`src/design/ctc_pkg.sv`:
```
// Shared types, constants and lookup functions for the C token classifier.
// Holds the keyword table, character classes and the front-to-back event record.
// No dependencies.
package ctc_pkg;

    localparam int COLUMN_LIMIT  = 1024;
    localparam int LENGTH_LIMIT  = 255;
    localparam int KW_CHARS      = 8;
    localparam int KW_COUNT      = 32;
    localparam int QUEUE_DEPTH   = 4;

    localparam int COL_W     = 10;
    localparam int LEN_W     = 8;
    localparam int KW_NUM_W  = 5;
    localparam int KW_IDX_W  = $clog2(KW_CHARS);
    localparam int CHAR_W    = 8;
    localparam int Q_PTR_W   = $clog2(QUEUE_DEPTH);
    localparam int Q_CNT_W   = $clog2(QUEUE_DEPTH + 1);
    localparam int M_DATA_W  = 32;

    localparam logic [CHAR_W-1:0] CH_SPACE  = 8'h20;
    localparam logic [CHAR_W-1:0] CH_PLUS   = 8'h2B;
    localparam logic [CHAR_W-1:0] CH_MINUS  = 8'h2D;
    localparam logic [CHAR_W-1:0] CH_STAR   = 8'h2A;
    localparam logic [CHAR_W-1:0] CH_SLASH  = 8'h2F;
    localparam logic [CHAR_W-1:0] CH_COMMA  = 8'h2C;
    localparam logic [CHAR_W-1:0] CH_SEMI   = 8'h3B;
    localparam logic [CHAR_W-1:0] CH_GT     = 8'h3E;
    localparam logic [CHAR_W-1:0] CH_LT     = 8'h3C;
    localparam logic [CHAR_W-1:0] CH_EQ     = 8'h3D;
    localparam logic [CHAR_W-1:0] CH_LPAREN = 8'h28;
    localparam logic [CHAR_W-1:0] CH_RPAREN = 8'h29;
    localparam logic [CHAR_W-1:0] CH_LBRACK = 8'h5B;
    localparam logic [CHAR_W-1:0] CH_RBRACK = 8'h5D;
    localparam logic [CHAR_W-1:0] CH_LBRACE = 8'h7B;
    localparam logic [CHAR_W-1:0] CH_RBRACE = 8'h7D;
    localparam logic [CHAR_W-1:0] CH_DOT    = 8'h2E;
    localparam logic [CHAR_W-1:0] CH_ZERO   = 8'h30;
    localparam logic [CHAR_W-1:0] CH_NINE   = 8'h39;

    typedef enum logic [2:0] {
        KIND_OPERATOR   = 3'd0,
        KIND_KEYWORD    = 3'd1,
        KIND_INTEGER    = 3'd2,
        KIND_REAL       = 3'd3,
        KIND_IDENTIFIER = 3'd4,
        KIND_INVALID    = 3'd5
    } kind_t;

    typedef logic [KW_CHARS-1:0][CHAR_W-1:0] kw_chars_t;

    typedef struct packed {
        logic               has_tok;
        kind_t              tok_kind;
        logic [COL_W-1:0]   tok_start;
        logic [LEN_W-1:0]   tok_len;
        logic [KW_NUM_W-1:0] tok_kw;
        logic               has_op;
        logic [CHAR_W-1:0]  op_char;
        logic [COL_W-1:0]   op_col;
    } event_t;

    function automatic logic is_op(input logic [CHAR_W-1:0] c);
        return c == CH_PLUS || c == CH_MINUS || c == CH_STAR || c == CH_SLASH ||
               c == CH_GT || c == CH_LT || c == CH_EQ;
    endfunction

    function automatic logic is_delim(input logic [CHAR_W-1:0] c);
        return is_op(c) || c == CH_SPACE || c == CH_COMMA || c == CH_SEMI ||
               c == CH_LPAREN || c == CH_RPAREN || c == CH_LBRACK ||
               c == CH_RBRACK || c == CH_LBRACE || c == CH_RBRACE;
    endfunction

    function automatic logic is_digit(input logic [CHAR_W-1:0] c);
        return c >= CH_ZERO && c <= CH_NINE;
    endfunction

    function automatic logic [KW_CHARS*CHAR_W-1:0] kw_literal(input int idx);
        logic [KW_CHARS*CHAR_W-1:0] lit;
        case (idx)
            0:  lit = 64'("auto");
            1:  lit = 64'("break");
            2:  lit = 64'("case");
            3:  lit = 64'("char");
            4:  lit = 64'("const");
            5:  lit = 64'("continue");
            6:  lit = 64'("default");
            7:  lit = 64'("do");
            8:  lit = 64'("double");
            9:  lit = 64'("else");
            10: lit = 64'("enum");
            11: lit = 64'("extern");
            12: lit = 64'("float");
            13: lit = 64'("for");
            14: lit = 64'("goto");
            15: lit = 64'("if");
            16: lit = 64'("int");
            17: lit = 64'("long");
            18: lit = 64'("register");
            19: lit = 64'("return");
            20: lit = 64'("short");
            21: lit = 64'("signed");
            22: lit = 64'("sizeof");
            23: lit = 64'("static");
            24: lit = 64'("struct");
            25: lit = 64'("switch");
            26: lit = 64'("typedef");
            27: lit = 64'("union");
            28: lit = 64'("unsigned");
            29: lit = 64'("void");
            30: lit = 64'("volatile");
            31: lit = 64'("while");
            default: lit = '0;
        endcase
        return lit;
    endfunction

    function automatic logic [LEN_W-1:0] kw_len(input int idx);
        logic [KW_CHARS*CHAR_W-1:0] lit;
        int n;
        lit = kw_literal(idx);
        n = 0;
        for (int i = 0; i < KW_CHARS; i++) begin
            if (lit[CHAR_W*i +: CHAR_W] != '0) begin
                n = i + 1;
            end
        end
        return LEN_W'(n);
    endfunction

    function automatic kw_chars_t kw_text(input int idx);
        logic [KW_CHARS*CHAR_W-1:0] lit;
        kw_chars_t txt;
        int n;
        lit = kw_literal(idx);
        n = int'(kw_len(idx));
        txt = '0;
        for (int i = 0; i < KW_CHARS; i++) begin
            if (i < n) begin
                txt[i] = lit[CHAR_W*(n-1-i) +: CHAR_W];
            end
        end
        return txt;
    endfunction

endpackage

```
`src/design/ctc_front.sv`:
```
// Front end: accepts text bytes, gathers the pending token and classifies it.
// Produces one event record per byte that causes results. Depends on ctc_pkg.
module ctc_front (
    input  logic                         aclk,
    input  logic                         aresetn,
    input  logic                         s_tvalid,
    output logic                         s_tready,
    input  logic [ctc_pkg::CHAR_W-1:0]   s_tdata,
    input  logic                         s_tlast,
    input  logic                         q_full,
    output logic                         q_push,
    output ctc_pkg::event_t              q_event
);

    ctc_pkg::kw_chars_t              chars_reg, chars_next, chars_upd, chars_aft;
    logic [ctc_pkg::LEN_W-1:0]       len_reg, len_next, len_upd, len_aft;
    logic [ctc_pkg::COL_W-1:0]       start_reg, start_next, start_upd, start_aft;
    logic [ctc_pkg::COL_W-1:0]       col_reg, col_next;
    logic                            all_dig_reg, all_dig_next, all_dig_upd, all_dig_aft;
    logic                            dod_reg, dod_next, dod_upd, dod_aft;
    logic                            dot_reg, dot_next, dot_upd, dot_aft;
    logic                            first_dig_reg, first_dig_next, first_dig_upd, first_dig_aft;
    logic                            accept, delim, digit, kw_hit;
    logic [ctc_pkg::KW_NUM_W-1:0]    kw_num;
    ctc_pkg::kind_t                  kind;

    assign s_tready = !q_full;
    assign accept   = s_tvalid && s_tready;

    always_comb begin
        delim = ctc_pkg::is_delim(s_tdata);
        digit = ctc_pkg::is_digit(s_tdata);

        chars_upd = chars_reg;
        if (len_reg < ctc_pkg::LEN_W'(ctc_pkg::KW_CHARS)) begin
            chars_upd[len_reg[ctc_pkg::KW_IDX_W-1:0]] = s_tdata;
        end
        len_upd       = (len_reg < ctc_pkg::LEN_W'(ctc_pkg::LENGTH_LIMIT)) ?
                        len_reg + 1'b1 : len_reg;
        start_upd     = (len_reg == '0) ? col_reg : start_reg;
        first_dig_upd = (len_reg == '0) ? digit : first_dig_reg;
        all_dig_upd   = all_dig_reg && digit;
        dot_upd       = dot_reg || (s_tdata == ctc_pkg::CH_DOT);
        dod_upd       = dod_reg && (digit || s_tdata == ctc_pkg::CH_DOT);

        chars_aft     = delim ? chars_reg     : chars_upd;
        len_aft       = delim ? len_reg       : len_upd;
        start_aft     = delim ? start_reg     : start_upd;
        first_dig_aft = delim ? first_dig_reg : first_dig_upd;
        all_dig_aft   = delim ? all_dig_reg   : all_dig_upd;
        dot_aft       = delim ? dot_reg       : dot_upd;
        dod_aft       = delim ? dod_reg       : dod_upd;

        kw_hit = 1'b0;
        kw_num = '0;
        for (int k = 0; k < ctc_pkg::KW_COUNT; k++) begin
            if (!kw_hit && len_aft == ctc_pkg::kw_len(k) &&
                chars_aft == ctc_pkg::kw_text(k)) begin
                kw_hit = 1'b1;
                kw_num = ctc_pkg::KW_NUM_W'(k);
            end
        end

        if (kw_hit) begin
            kind = ctc_pkg::KIND_KEYWORD;
        end else if (all_dig_aft) begin
            kind = ctc_pkg::KIND_INTEGER;
        end else if (dod_aft && dot_aft) begin
            kind = ctc_pkg::KIND_REAL;
        end else if (!first_dig_aft) begin
            kind = ctc_pkg::KIND_IDENTIFIER;
        end else begin
            kind = ctc_pkg::KIND_INVALID;
        end

        q_event.has_tok   = delim ? (len_reg != '0) : s_tlast;
        q_event.tok_kind  = kind;
        q_event.tok_start = start_aft;
        q_event.tok_len   = len_aft;
        q_event.tok_kw    = kw_hit ? kw_num : '0;
        q_event.has_op    = ctc_pkg::is_op(s_tdata);
        q_event.op_char   = s_tdata;
        q_event.op_col    = col_reg;
        q_push = accept && (q_event.has_tok || q_event.has_op);

        chars_next     = chars_reg;
        len_next       = len_reg;
        start_next     = start_reg;
        first_dig_next = first_dig_reg;
        all_dig_next   = all_dig_reg;
        dot_next       = dot_reg;
        dod_next       = dod_reg;
        col_next       = col_reg;
        if (accept) begin
            if (delim || s_tlast) begin
                chars_next     = '0;
                len_next       = '0;
                start_next     = '0;
                first_dig_next = 1'b0;
                all_dig_next   = 1'b1;
                dot_next       = 1'b0;
                dod_next       = 1'b1;
            end else begin
                chars_next     = chars_upd;
                len_next       = len_upd;
                start_next     = start_upd;
                first_dig_next = first_dig_upd;
                all_dig_next   = all_dig_upd;
                dot_next       = dot_upd;
                dod_next       = dod_upd;
            end
            if (s_tlast) begin
                col_next = '0;
            end else if (col_reg < ctc_pkg::COL_W'(ctc_pkg::COLUMN_LIMIT - 1)) begin
                col_next = col_reg + 1'b1;
            end
        end
    end

    always_ff @(posedge aclk) begin
        if (!aresetn) begin
            chars_reg     <= '0;
            len_reg       <= '0;
            start_reg     <= '0;
            first_dig_reg <= 1'b0;
            all_dig_reg   <= 1'b1;
            dot_reg       <= 1'b0;
            dod_reg       <= 1'b1;
            col_reg       <= '0;
        end else begin
            chars_reg     <= chars_next;
            len_reg       <= len_next;
            start_reg     <= start_next;
            first_dig_reg <= first_dig_next;
            all_dig_reg   <= all_dig_next;
            dot_reg       <= dot_next;
            dod_reg       <= dod_next;
            col_reg       <= col_next;
        end
    end

endmodule

```
`src/design/ctc_queue.sv`:
```
// Short event queue between the classifying front end and the result emitter.
// Register-based circular buffer of ctc_pkg::event_t records. Depends on ctc_pkg.
module ctc_queue (
    input  logic             aclk,
    input  logic             aresetn,
    input  logic             push,
    input  ctc_pkg::event_t  push_data,
    output logic             full,
    input  logic             pop,
    output logic             q_valid,
    output ctc_pkg::event_t  q_data
);

    ctc_pkg::event_t                  mem [ctc_pkg::QUEUE_DEPTH];
    logic [ctc_pkg::Q_PTR_W-1:0]      wr_ptr_reg, wr_ptr_next;
    logic [ctc_pkg::Q_PTR_W-1:0]      rd_ptr_reg, rd_ptr_next;
    logic [ctc_pkg::Q_CNT_W-1:0]      count_reg, count_next;

    assign full    = count_reg == ctc_pkg::Q_CNT_W'(ctc_pkg::QUEUE_DEPTH);
    assign q_valid = count_reg != '0;
    assign q_data  = mem[rd_ptr_reg];

    always_comb begin
        wr_ptr_next = push ? ctc_pkg::Q_PTR_W'((32'(wr_ptr_reg) + 1) % ctc_pkg::QUEUE_DEPTH)
                           : wr_ptr_reg;
        rd_ptr_next = pop ? ctc_pkg::Q_PTR_W'((32'(rd_ptr_reg) + 1) % ctc_pkg::QUEUE_DEPTH)
                          : rd_ptr_reg;
        count_next  = count_reg;
        if (push && !pop) begin
            count_next = count_reg + 1'b1;
        end else if (pop && !push) begin
            count_next = count_reg - 1'b1;
        end
    end

    always_ff @(posedge aclk) begin
        if (push) begin
            mem[wr_ptr_reg] <= push_data;
        end
    end

    always_ff @(posedge aclk) begin
        if (!aresetn) begin
            wr_ptr_reg <= '0;
            rd_ptr_reg <= '0;
            count_reg  <= '0;
        end else begin
            wr_ptr_reg <= wr_ptr_next;
            rd_ptr_reg <= rd_ptr_next;
            count_reg  <= count_next;
        end
    end

`ifndef SYNTHESIS
    a_no_overflow: assert property (@(posedge aclk) disable iff (!aresetn)
        !(push && full))
        else $error("queue written while full");
    a_no_underflow: assert property (@(posedge aclk) disable iff (!aresetn)
        !(pop && !q_valid))
        else $error("queue read while empty");
`endif

endmodule

```
`src/design/ctc_emit.sv`:
```
// Back end: turns queued events into one or two result transactions.
// Owns the output register; the token result goes out before the operator.
// Depends on ctc_pkg.
module ctc_emit (
    input  logic                              aclk,
    input  logic                              aresetn,
    input  logic                              q_valid,
    input  ctc_pkg::event_t                   q_data,
    output logic                              pop,
    output logic                              m_tvalid,
    input  logic                              m_tready,
    output logic [ctc_pkg::M_DATA_W-1:0]      m_tdata,
    output logic [2:0]                        m_tuser,
    output logic                              m_tlast
);

    logic                              valid_reg, valid_next;
    logic                              tok_done_reg, tok_done_next;
    logic [ctc_pkg::M_DATA_W-1:0]      data_reg, data_next;
    ctc_pkg::kind_t                    kind_reg, kind_next;
    logic                              last_reg, last_next;
    logic                              out_free;

    assign m_tvalid = valid_reg;
    assign m_tdata  = data_reg;
    assign m_tuser  = kind_reg;
    assign m_tlast  = last_reg;
    assign out_free = !valid_reg || m_tready;

    always_comb begin
        valid_next    = valid_reg;
        tok_done_next = tok_done_reg;
        data_next     = data_reg;
        kind_next     = kind_reg;
        last_next     = last_reg;
        pop           = 1'b0;
        if (out_free) begin
            valid_next = 1'b0;
            if (q_valid) begin
                valid_next = 1'b1;
                if (q_data.has_tok && !tok_done_reg) begin
                    kind_next = q_data.tok_kind;
                    data_next = {1'b0, q_data.tok_kw, ctc_pkg::CHAR_W'(0),
                                 q_data.tok_len, q_data.tok_start};
                    last_next = !q_data.has_op;
                    pop       = !q_data.has_op;
                    tok_done_next = q_data.has_op;
                end else begin
                    kind_next = ctc_pkg::KIND_OPERATOR;
                    data_next = {1'b0, ctc_pkg::KW_NUM_W'(0), q_data.op_char,
                                 ctc_pkg::LEN_W'(1), q_data.op_col};
                    last_next = 1'b1;
                    pop       = 1'b1;
                    tok_done_next = 1'b0;
                end
            end
        end
    end

    always_ff @(posedge aclk) begin
        if (!aresetn) begin
            valid_reg    <= 1'b0;
            tok_done_reg <= 1'b0;
        end else begin
            valid_reg    <= valid_next;
            tok_done_reg <= tok_done_next;
        end
    end

    always_ff @(posedge aclk) begin
        data_reg <= data_next;
        kind_reg <= kind_next;
        last_reg <= last_next;
    end

`ifndef SYNTHESIS
    a_split_pending: assert property (@(posedge aclk) disable iff (!aresetn)
        tok_done_reg |-> (q_valid && q_data.has_tok && q_data.has_op))
        else $error("token half sent without a pending operator");
    a_hold_on_stall: assert property (@(posedge aclk) disable iff (!aresetn)
        (m_tvalid && !m_tready) |=> (m_tvalid && $stable(m_tdata) &&
                                     $stable(m_tuser) && $stable(m_tlast)))
        else $error("result transaction changed while stalled");
`endif

endmodule

```
`src/design/c_token_classifier_top.sv`:
```
// Top level of the C token classifier: front end, event queue and result emitter.
// Depends on ctc_pkg, ctc_front, ctc_queue and ctc_emit.
//
// Usage:
//   Input channel (s_): one source character per transaction in s_tdata; s_tlast
//   marks the final character of a text and resets the column count.
//   Result channel (m_): one result per transaction. m_tuser carries the kind
//   (0 operator, 1 keyword, 2 integer, 3 real, 4 identifier, 5 invalid identifier).
//   m_tlast marks the final result caused by one input character.
//   A result passes through the event queue and then the output register.
//   Throughput: one character per cycle while s_tready is high; a character
//   that causes two results (a token closed by an operator) occupies the emitter for both results.
//   A four-entry event queue absorbs those bursts and receiver stalls; s_tready
//   drops only while the queue is full.
//   Characters that close nothing and are not operators produce no result.
//   Reset (aresetn low, synchronous) empties the queue, drops any result held
//   in the output register and starts a new text at column zero.
//   While m_tready is low the output transaction holds and the front end keeps
//   taking characters until the queue fills.
module c_token_classifier_top (
    input  logic                              aclk,
    input  logic                              aresetn,
    input  logic                              s_tvalid,
    output logic                              s_tready,
    input  logic [7:0]                        s_tdata,   // [7:0] text_byte
    input  logic                              s_tlast,   // end_of_text
    output logic                              m_tvalid,
    input  logic                              m_tready,
    // [9:0] start_column, [17:10] token_length, [25:18] operator_char,
    // [30:26] keyword_number, [31] zero
    output logic [ctc_pkg::M_DATA_W-1:0]      m_tdata,
    output logic [2:0]                        m_tuser,   // [2:0] kind
    output logic                              m_tlast    // last_of_run
);

    logic             q_full, q_push, q_pop, q_valid;
    ctc_pkg::event_t  push_event, head_event;

    ctc_front u_front (
        .aclk     (aclk),
        .aresetn  (aresetn),
        .s_tvalid (s_tvalid),
        .s_tready (s_tready),
        .s_tdata  (s_tdata),
        .s_tlast  (s_tlast),
        .q_full   (q_full),
        .q_push   (q_push),
        .q_event  (push_event)
    );

    ctc_queue u_queue (
        .aclk      (aclk),
        .aresetn   (aresetn),
        .push      (q_push),
        .push_data (push_event),
        .full      (q_full),
        .pop       (q_pop),
        .q_valid   (q_valid),
        .q_data    (head_event)
    );

    ctc_emit u_emit (
        .aclk     (aclk),
        .aresetn  (aresetn),
        .q_valid  (q_valid),
        .q_data   (head_event),
        .pop      (q_pop),
        .m_tvalid (m_tvalid),
        .m_tready (m_tready),
        .m_tdata  (m_tdata),
        .m_tuser  (m_tuser),
        .m_tlast  (m_tlast)
    );

endmodule

```
`config.mk`:
```
export PLATFORM = sky130hd
export DESIGN_NAME = c_token_classifier_top
export DESIGN_NICKNAME = d
export VERILOG_FILES = /design/src/design/ctc_pkg.sv /design/src/design/ctc_front.sv /design/src/design/ctc_queue.sv /design/src/design/ctc_emit.sv /design/src/design/c_token_classifier_top.sv
export SDC_FILE = /design/constraint.sdc
export NUM_CORES = 1
export LEC_CHECK = 0
export ABC_AREA = 0
export BUFFER_PORTS_ARGS = -buffer_cell sky130_fd_sc_hd__buf_2
export CORE_ASPECT_RATIO = 2
export CORE_MARGIN = 4
export CORE_UTILIZATION = 45
export DETAILED_ROUTE_END_ITERATION = 8
export GPL_TIMING_DRIVEN = 1
export SYNTH_ARGS = -nofsm -noshare
export SYNTH_HDL_FRONTEND = slang
export SYNTH_HIERARCHICAL = 1
export SYNTH_SLANG_ARGS = --single-unit
```
`constraint.sdc`:
```
create_clock -name aclk -period 6.63 [get_ports aclk]
set_clock_uncertainty 0.15 [all_clocks]
set_input_delay 0.9945 -clock aclk [delete_from_list [all_inputs] [get_ports aclk]]
set_output_delay 0.9945 -clock aclk [all_outputs]
set_load 0.02 [all_outputs]
```
== After elaboration in Yosys (flattened, before gate mapping) ==
Memories as Yosys holds them, arrays and structs flattened. A register that Yosys moved wholly into a read port is not among the register bits.
Index checks and enable logic that the tools add are counted.
Widths: inputs -> output; s select.
Operators by class
  add/sub/neg operators: 6
  order comparisons: 7
  equality and inequality tests: 57
  muxes and demuxes: 104
  reduce and logical (&&, ||, !) cells: 137
Operator list (number)
  $eq 64x31->1 const B: 8
  $eq 64x47->1 const B: 8
  $eq 64x39->1 const B: 6
  $eq 64x63->1 const B: 4
  $mux 64: 3
  $mux 5: 30
  $eq 64x15->1 const B: 2
  $eq 64x23->1 const B: 2
  $eq 64x55->1 const B: 2
  $eq 8x6->1 const B: 13
  $logic_and 1x1->1: 73
  $bwmux 64: 1
  $mux 10: 6
  $mux 1: 51
  $logic_not 1->1: 37
  $eq 8x3->1 const B: 4
  $eq 8x7->1 const B: 4
  $mux 8: 4
  $demux 8 s3: 1
  $logic_or 1x1->1: 20
  $eq 8x2->1 const B: 2
  $mux 3: 5
  $add 10x1->10 const B: 1
  $lt 10x10->1 const B: 1
  18 further kinds: 23
Storage, ports and cells
  register bits: 141
  bits in writable memories: 184
  output and inout bits: 38
  memories kept: 1
Memory list
  u_queue.mem: depth 4, width 46, rd ports 1, clocked after Yosys merged registers in 1, wr ports 1, RTL line ctc_queue.sv:14  | ctc_pkg::event_t mem [ctc_pkg::QUEUE_DEPTH];

== Depth between registers and ports, before layout ==
Gate-level depths: netlist of the first run.
  depth in word-level cells: 145
  gate-level depth with buffers: 20
  depth with buffers taken out: 13

== Hierarchy ==
The synthesis of the first run kept the hierarchy.
By module, submodules not included
  ctc_front: times used 1, cells each 1224, area each 8873.5 um^2, sequential area each 1921.8 um^2
  ctc_queue: times used 1, cells each 283, area each 7146.9 um^2, sequential area each 5705.5 um^2
  ctc_emit: times used 1, cells each 88, area each 1472.7 um^2, sequential area each 1091.0 um^2

== Worst setup path after synthesis of the first run ==
Ideal clock, no wire load.
  kind: in2reg
  from: input port s_tdata[2]
  to: memory u_queue/mem[0][0] (netlist bit) (enable)
  library setup time: 408 ps
  data arrival time: 4580 ps
  required time: 6072 ps
  path slack: 1491 ps
  stages on the path: 15
  path buffers: 7
  path through: buf_2 nor2b_4 o21ai_1 or3b_1 buf_2 nand3_2 buf_6 buf_6 buf_4 buf_2 buf_2 nor2_1 a31oi_1 o21a_1 and2_1
RTL lines
  start, declared: RTL line c_token_classifier_top.sv:25  | input logic [7:0] s_tdata,
  end, declared: RTL line ctc_queue.sv:14

==> results of run 1 <==
## logic make-up after synthesis
logic type	share of synthesized area, %
buf+inv	4.14
fa+ha+maj	0.687
simple gates	22.2
flops	49.8
mux	10.6
compound gates	11.5
other cells	0.0214
xor+xnor	1.00
## area by class of cell
type                       instances  area [µm²]
clock buffer                      37         766
sequential                       326        8720
timing repair buffer             127         893
fill                            3544       18700
multi-input combinational       1138        8100
clock inverter                    17         223
inverter                          19        71.3
tap                              515         644
## worst max-delay path by stage
stage	start	end	slack, ps	cells after the start
CTS	s_tdata[2]	u_queue/mem[3][20]	1070	14
global route	u_front/len_reg[5]	u_queue/mem[0][20]	350	11
finish	u_front/len_reg[5]	u_queue/mem[3][20]	350	11
floorplan	s_tdata[2]	u_queue/mem[0][0]	1490	15
global placement	s_tdata[2]	u_queue/mem[0][20]	560	14
detailed placement	s_tdata[2]	u_queue/mem[0][42]	470	16
## placed cells by master (no fill, tap or decap), drive strengths merged, types with 11 or more instances in the layout
| master | Yosys | layout |
|---|---|---|
| nand3 | 78 | 78 |
| buf | 67 | 127 |
| nor2 | 123 | 123 |
| nand4 | 40 | 40 |
| a21oi | 42 | 42 |
| and3 | 29 | 29 |
| mux2i | 39 | 39 |
| nor2b | 117 | 117 |
| and2 | 43 | 43 |
| nor4 | 27 | 27 |
| edfxtp | 219 | 219 |
| dfxtp | 107 | 107 |
| nor3b | 11 | 11 |
| nand2b | 16 | 16 |
| mux2 | 34 | 34 |
| mux4 | 46 | 46 |
| xor2 | 14 | 14 |
| clkbuf | 45 | 37 |
| o21ai | 63 | 63 |
| or3 | 11 | 11 |
| nand2 | 115 | 115 |
| inv | 18 | 22 |
| nor3 | 34 | 34 |
| a22oi | 83 | 83 |
| nand4b | 11 | 11 |
## critical path, stage by stage, from the launching register on
cell	delay, ps
dfxtp_1	460
nor4_4	460
buf_4	310
and3_1	560
nand4_4	390
o21ai_0	1200
nand4_1	790
o32ai_1	760
a2111oi_2	150
nand4_1	200
a211oi_1	70
o41a_1	480
## per-stage QoR
stage                     worst slack (ps)  utilization [%]  cell area (µm²)  cells  total power [µW]
after floorplan                       1490                -            17500   1595              3420
after global placement                 559             48.3            18400   2125              3780
after detailed placement               468             48.3            18400   2125              3800
after CTS                             1070             50.9            19400   2179              5540
after global routing                   347             50.9            19400   2179              5710
final                                  350             50.9            19400   2179              5490
## metal layers
metal | vias to the layer above | share of wire (%) | wire (µm)
li1 | 6169 | - | -
met1 | 6932 | 31 | 23000
met3 | 289 | 6.0 | 4410
met5 | - | 0 | 0
met4 | 0 | 11 | 7960
met2 | 677 | 52 | 37700
## power by group through the flow
stage | Combinational [µW] | Sequential, µW | Clock, µW
2_1_floorplan | 739 | 2680 | 0
3_3_place_gp | 1250 | 2530 | 0
3_5_place_dp | 1260 | 2540 | 0
4_1_cts | 1270 | 2490 | 1780
5_1_grt | 1320 | 2510 | 1870
6_report | 1240 | 2490 | 1750
==> metrics.txt, run 1 <==
top area cells in the synthesized netlist=edfxtp_1 (38%), dfxtp_1 (12%), mux4_2 (5.1%); Die Area=42300 µm²; Post-DRT Antenna Nets=0; max reg flops=184; reg-to-reg endpoint=u_queue/mem[3][20]; busiest layer in global routing=met2; Slew HR=under 10%; Setup TNS=0 ps; Synth warnings=6; synthesized area=between 15000 and 20000 µm²; H-tree depth=1; Yosys reg bits=326; P&R area growth vs syn=11.0%; Post-CTS Hold Fix Bufs=0; crit share post-route=94.7%; Initial Utilization=a little under half; most frequent cell after synthesis=edfxtp_1; Crit Path Class=reg2reg; Post-synth EDFFs=219; CTS Buf Count=29; Yosys cell types=103; Worst-Margin Slew=1420 ps; TritonRoute pass-1 iters=5; RePlAce Congestion=~1.1; total clock sinks=326; Die Ht=287 µm; CTS tree=built; Layout Nets=1663; Final min period=around 6300 ps; Synth top area share=a little under two fifths; GR Util met1=33.1%; routed vias/inst=6.46; port bufs=49; worst min-delay path class=reg2reg; Clock power frac=between 30% and 40%; met2 GRT Util=62.2%; Remaining Overflow, GRT=0; first-pass GRT wire length=around 100000 µm; Hold Path Depth=2; crit end category=flip-flop; Reg2Reg Depth=11; die width=147 µm; FF-to-FF Start=u_front/len_reg[5]; core area=~38000 µm²; hold endpoint=u_front/dod_reg; setup slack, reg-to-reg=350 ps; drt wl/cell=33.6 µm; RSZ-0062 raised after global routing=no; Post-Route WL=approximately 73000 µm; DR iter-0 viols=1109; worst-case clock buffer depth=3; Leak Pwr=about 0.0066 µW; number of global-route vias before repair=14300; row count=a little over 100; Syn Nets=1617; Max Clock Freq=159 MHz; aggregate global-route resource usage=between 30% and 40%; Setup crit start kind=flip-flop; # IOs=51; Root Driver=clkbuf_16; CP arrival=6420 ps; PwrDens=282 nW/µm²; combinational power share=~23%; Worst Hold Launch=u_front/dod_reg; largest net degree at the start of global routing=75; Async SR Flop Fraction=0%; Clk Latency, worst-skew pair=about 590 ps; # diodes=0; Post-route DRC=0; Hold Violations, Final=0; postcts setup bufs=0; count of final setup violators=0; Required @ worst endpoint=6770 ps; sequential fraction of design power=45.4%; Most used DFF post-synth=edfxtp_1; Internal Power=3870 µW; Gate Count Post-Synth=~1600; clock slew at reported path FFs=70 ps; share of layout cells above drive strength 1=between 10% and 20%; fin. max-slew vios=0; post-CTS sizing=0; status=completed; switching share of total power=between 20 and 30%; Synth top cells by count=edfxtp_1 (219), nor2_1 (122), nor2b_1 (115); Max VDD drop=220 µV; Vias=14100; met3 Track Usage GR=6.52%; leading area contributor after synthesis=edfxtp_1; antenna violations before repair=0; DPL Wire Length=about 54000 µm; sequential fraction of the synthesis area=49.8%; max_cap viols=0; switching power=approximately 1600 µW; critical path peak fanout=18; Mean Syn Cell Area=between 10 and 15 µm²; hold slack=315 ps
Power figures use the tool's default switching activity.
==> run 2: changes to the inputs <==
--- a/config.mk
+++ b/config.mk
@@ -5,13 +5,14 @@
 export SDC_FILE = /design/constraint.sdc
 export NUM_CORES = 1
 export LEC_CHECK = 0
-export ABC_AREA = 0
+export ABC_AREA = 1
 export BUFFER_PORTS_ARGS = -buffer_cell sky130_fd_sc_hd__buf_2
 export CORE_ASPECT_RATIO = 2
 export CORE_MARGIN = 4
 export CORE_UTILIZATION = 45
 export DETAILED_ROUTE_END_ITERATION = 8
 export GPL_TIMING_DRIVEN = 1
+export PLACE_DENSITY = 0.63
 export SYNTH_ARGS = -nofsm -noshare
 export SYNTH_HDL_FRONTEND = slang
 export SYNTH_HIERARCHICAL = 1
==> run 2 against run 1 <==
Synthesized area increased by 2.5%. Final area grew 0.18%. Sequential power is 4% higher. Worst hold slack lost 19 ps. Register-to-register slack better by 530 ps.
==> metrics.txt, run 2 <==
Synth top cells by count=nand2_1 (716), nor2_1 (307), inv_1 (237); die width=149 µm (+1.2%); row count=103 (+2.0%); antenna violations before repair=0 (unchanged); max_cap viols=0 (unchanged); worst-case clock buffer depth=3 (unchanged); Remaining Overflow, GRT=0 (unchanged); # IOs=51 (unchanged); Initial Utilization=45.5% (-0.36 points); DPL Wire Length=47300 µm (-13%); PwrDens=344 nW/µm² (+22%); Clk Latency, worst-skew pair=580 ps (about the same); max reg flops=184 (unchanged); port bufs=49 (unchanged); Root Driver=clkbuf_16; drt wl/cell=21.7 µm (-35%); Gate Count Post-Synth=2369 (+49%); Yosys reg bits=326 (unchanged); most frequent cells in the layout=nand2_1 (715), nor2_1 (305), inv_1 (233); Synth warnings=6 (unchanged); commonest non-fill, non-tap cell in the layout=nand2_1; Die Ht=290 µm (+1.2%); fin util=49.3% (-1.6 points); Most used DFF post-synth=edfxtp_1; status=completed; Setup TNS=0 ps (unchanged); routed vias/inst=5.59 (-13%); crit share post-route=86.7% (-8.0 points); Crit Path Class=reg2reg; first-pass GRT wire length=94800 µm (-8.3%); Post-Route WL=63600 µm (-13%); Post-route DRC=0 (unchanged); Yosys cell types=47 (-54%); post-CTS sizing=0 (unchanged); Syn Nets=2391 (+48%); Post-DRT Antenna Nets=0 (unchanged); Max VDD drop=217 µV (-1.6%); Final Power=6690 µW (+22%); RSZ-0062 raised after global routing=no; fin. max-slew vios=0 (unchanged); Final min period=5750 ps (-531 ps); count of final setup violators=0 (unchanged); TritonRoute pass-1 iters=7 (+2); Leak Pwr=0.00776 µW (+18%); RePlAce Congestion=1.03 (-9.9%); Mean Syn Cell Area=7.57 µm² (-31%); synthesized area=17900 µm² (+2.5%); CTS tree=built; Slew HR=31.9% (+28 points); clock slew at reported path FFs=70 ps (about the same); Async SR Flop Fraction=0% (unchanged); Hold Violations, Final=0 (unchanged); critical path peak fanout=30 (+12); CTS Buf Count=29 (unchanged); share of layout cells above drive strength 1=8.44% (-8.6 points); Layout Nets=2405 (+45%); slowest cell on the critical path=inv_2; Vias=16400 (+16%); DR iter-0 viols=1051 (-5.2%); Synth top area share=36.7% (-0.92 points); aggregate global-route resource usage=28.8% (-5.5 points); number of global-route vias before repair=16200 (+13%); total clock sinks=326 (unchanged); Required @ worst endpoint=6780 ps (about the same); P&R area growth vs syn=8.48%; # diodes=0 (unchanged); slowest stage delay, CP=490 ps (-710 ps); Worst-Margin Slew=1020 ps (-403 ps); most frequent cell after synthesis=nand2_1; Setup crit start kind=flip-flop; core area=39400 µm² (+3.3%); top area cells in the synthesized netlist=edfxtp_1 (37%), nand2_1 (15%), dfxtp_1 (12%); leading area contributor after synthesis=edfxtp_1; Post-synth EDFFs=219 (unchanged); sequential fraction of the synthesis area=48.6% (-1.2 points); Max Clock Freq=174 MHz (+9.2%); CP arrival=5900 ps (-520 ps); crit end category=flip-flop; H-tree depth=1 (unchanged); largest net degree at the start of global routing=82 (+9.3%); most used cell, CP=nor2_1; worst min-delay path class=reg2reg; Die Area=43300 µm² (+2.4%); postcts setup bufs=0 (unchanged); Post-CTS Hold Fix Bufs=0 (unchanged)
-- run 2: cell types whose count changed after synthesis, sizes merged, moves of 55 or more --
| cell | change |
|---|---|
| nand2 | +610 |
| inv | +237 |
| nor2 | +196 |
| o21ai | +142 |
| nor2b | -117 |
| a22oi | -83 |
| a21oi | +55 |
-- run 2: logic make-up after synthesis --
kind of cell | share of synthesized area (%)
compound gates | 11.3
simple gates | 30.0
buf+inv | 9.16
xor+xnor | 0.195
other cells | 0.0209
fa+ha+maj | 0.670
flops | 48.6
-- run 2: area by class of cell --
cell class                      instances  area (µm²)
Timing Repair Buffer                   97         656
Inverter                              255         962
Tap cell                              525         657
Multi-Input combinational cell       1674        7590
Fill cell                            3932       20000
Clock inverter                         18         111
Clock buffer                           35         758
Sequential cell                       326        8720
-- run 2: final timing paths --
kind | from | to | slack (ps) | cells past startpoint
setup reg to reg | u_front/len_reg[6] | u_queue/mem[2][42] | 880 | 31
setup / recovery | u_front/len_reg[6] | u_queue/mem[2][42] | 880 | 31
hold / removal | u_queue/rd_ptr_reg[1] | u_queue/rd_ptr_reg[1] | 300 | 1
hold reg to reg | u_queue/rd_ptr_reg[1] | u_queue/rd_ptr_reg[1] | 300 | 1
-- run 2: where the power goes --
| group | switching (µW) | internal (µW) |
|---|---|---|
| logic | 1850 | 659 |
| clock network | 767 | 821 |
| registers | 110 | 2480 |
-- run 2: through the flow --
| step | hold slack [ps] | cells | area, µm² | setup WS, ps |
|---|---|---|---|---|
| after floorplan | 262 | 2369 | 17900 | 2130 |
| after CTS | 294 | 2930 | 19500 | 992 |
| after detailed placement | 281 | 2877 | 18600 | 722 |
| final | 297 | 2930 | 19500 | 880 |
| after global routing | 327 | 2930 | 19500 | 473 |
| after global placement | 277 | 2877 | 18600 | 745 |
-- run 2: critical path: cells and delay by family, from the launching register on --
| family | cells | cell delay [ps] |
|---|---|---|
| buf+inv | 2 | 910 |
| compound gates | 2 | 500 |
| flops | 1 | 390 |
| simple gates | 27 | 3470 |
-- run 2: per-layer routing --
metal	vias to the layer above	part of all wire (%)	GRT usage, %
met5	-	0	0
met4	0	10	24.3
met3	248	4.1	2.92
met2	590	52	52.9
met1	7729	33	28.1
li1	7809	-	-
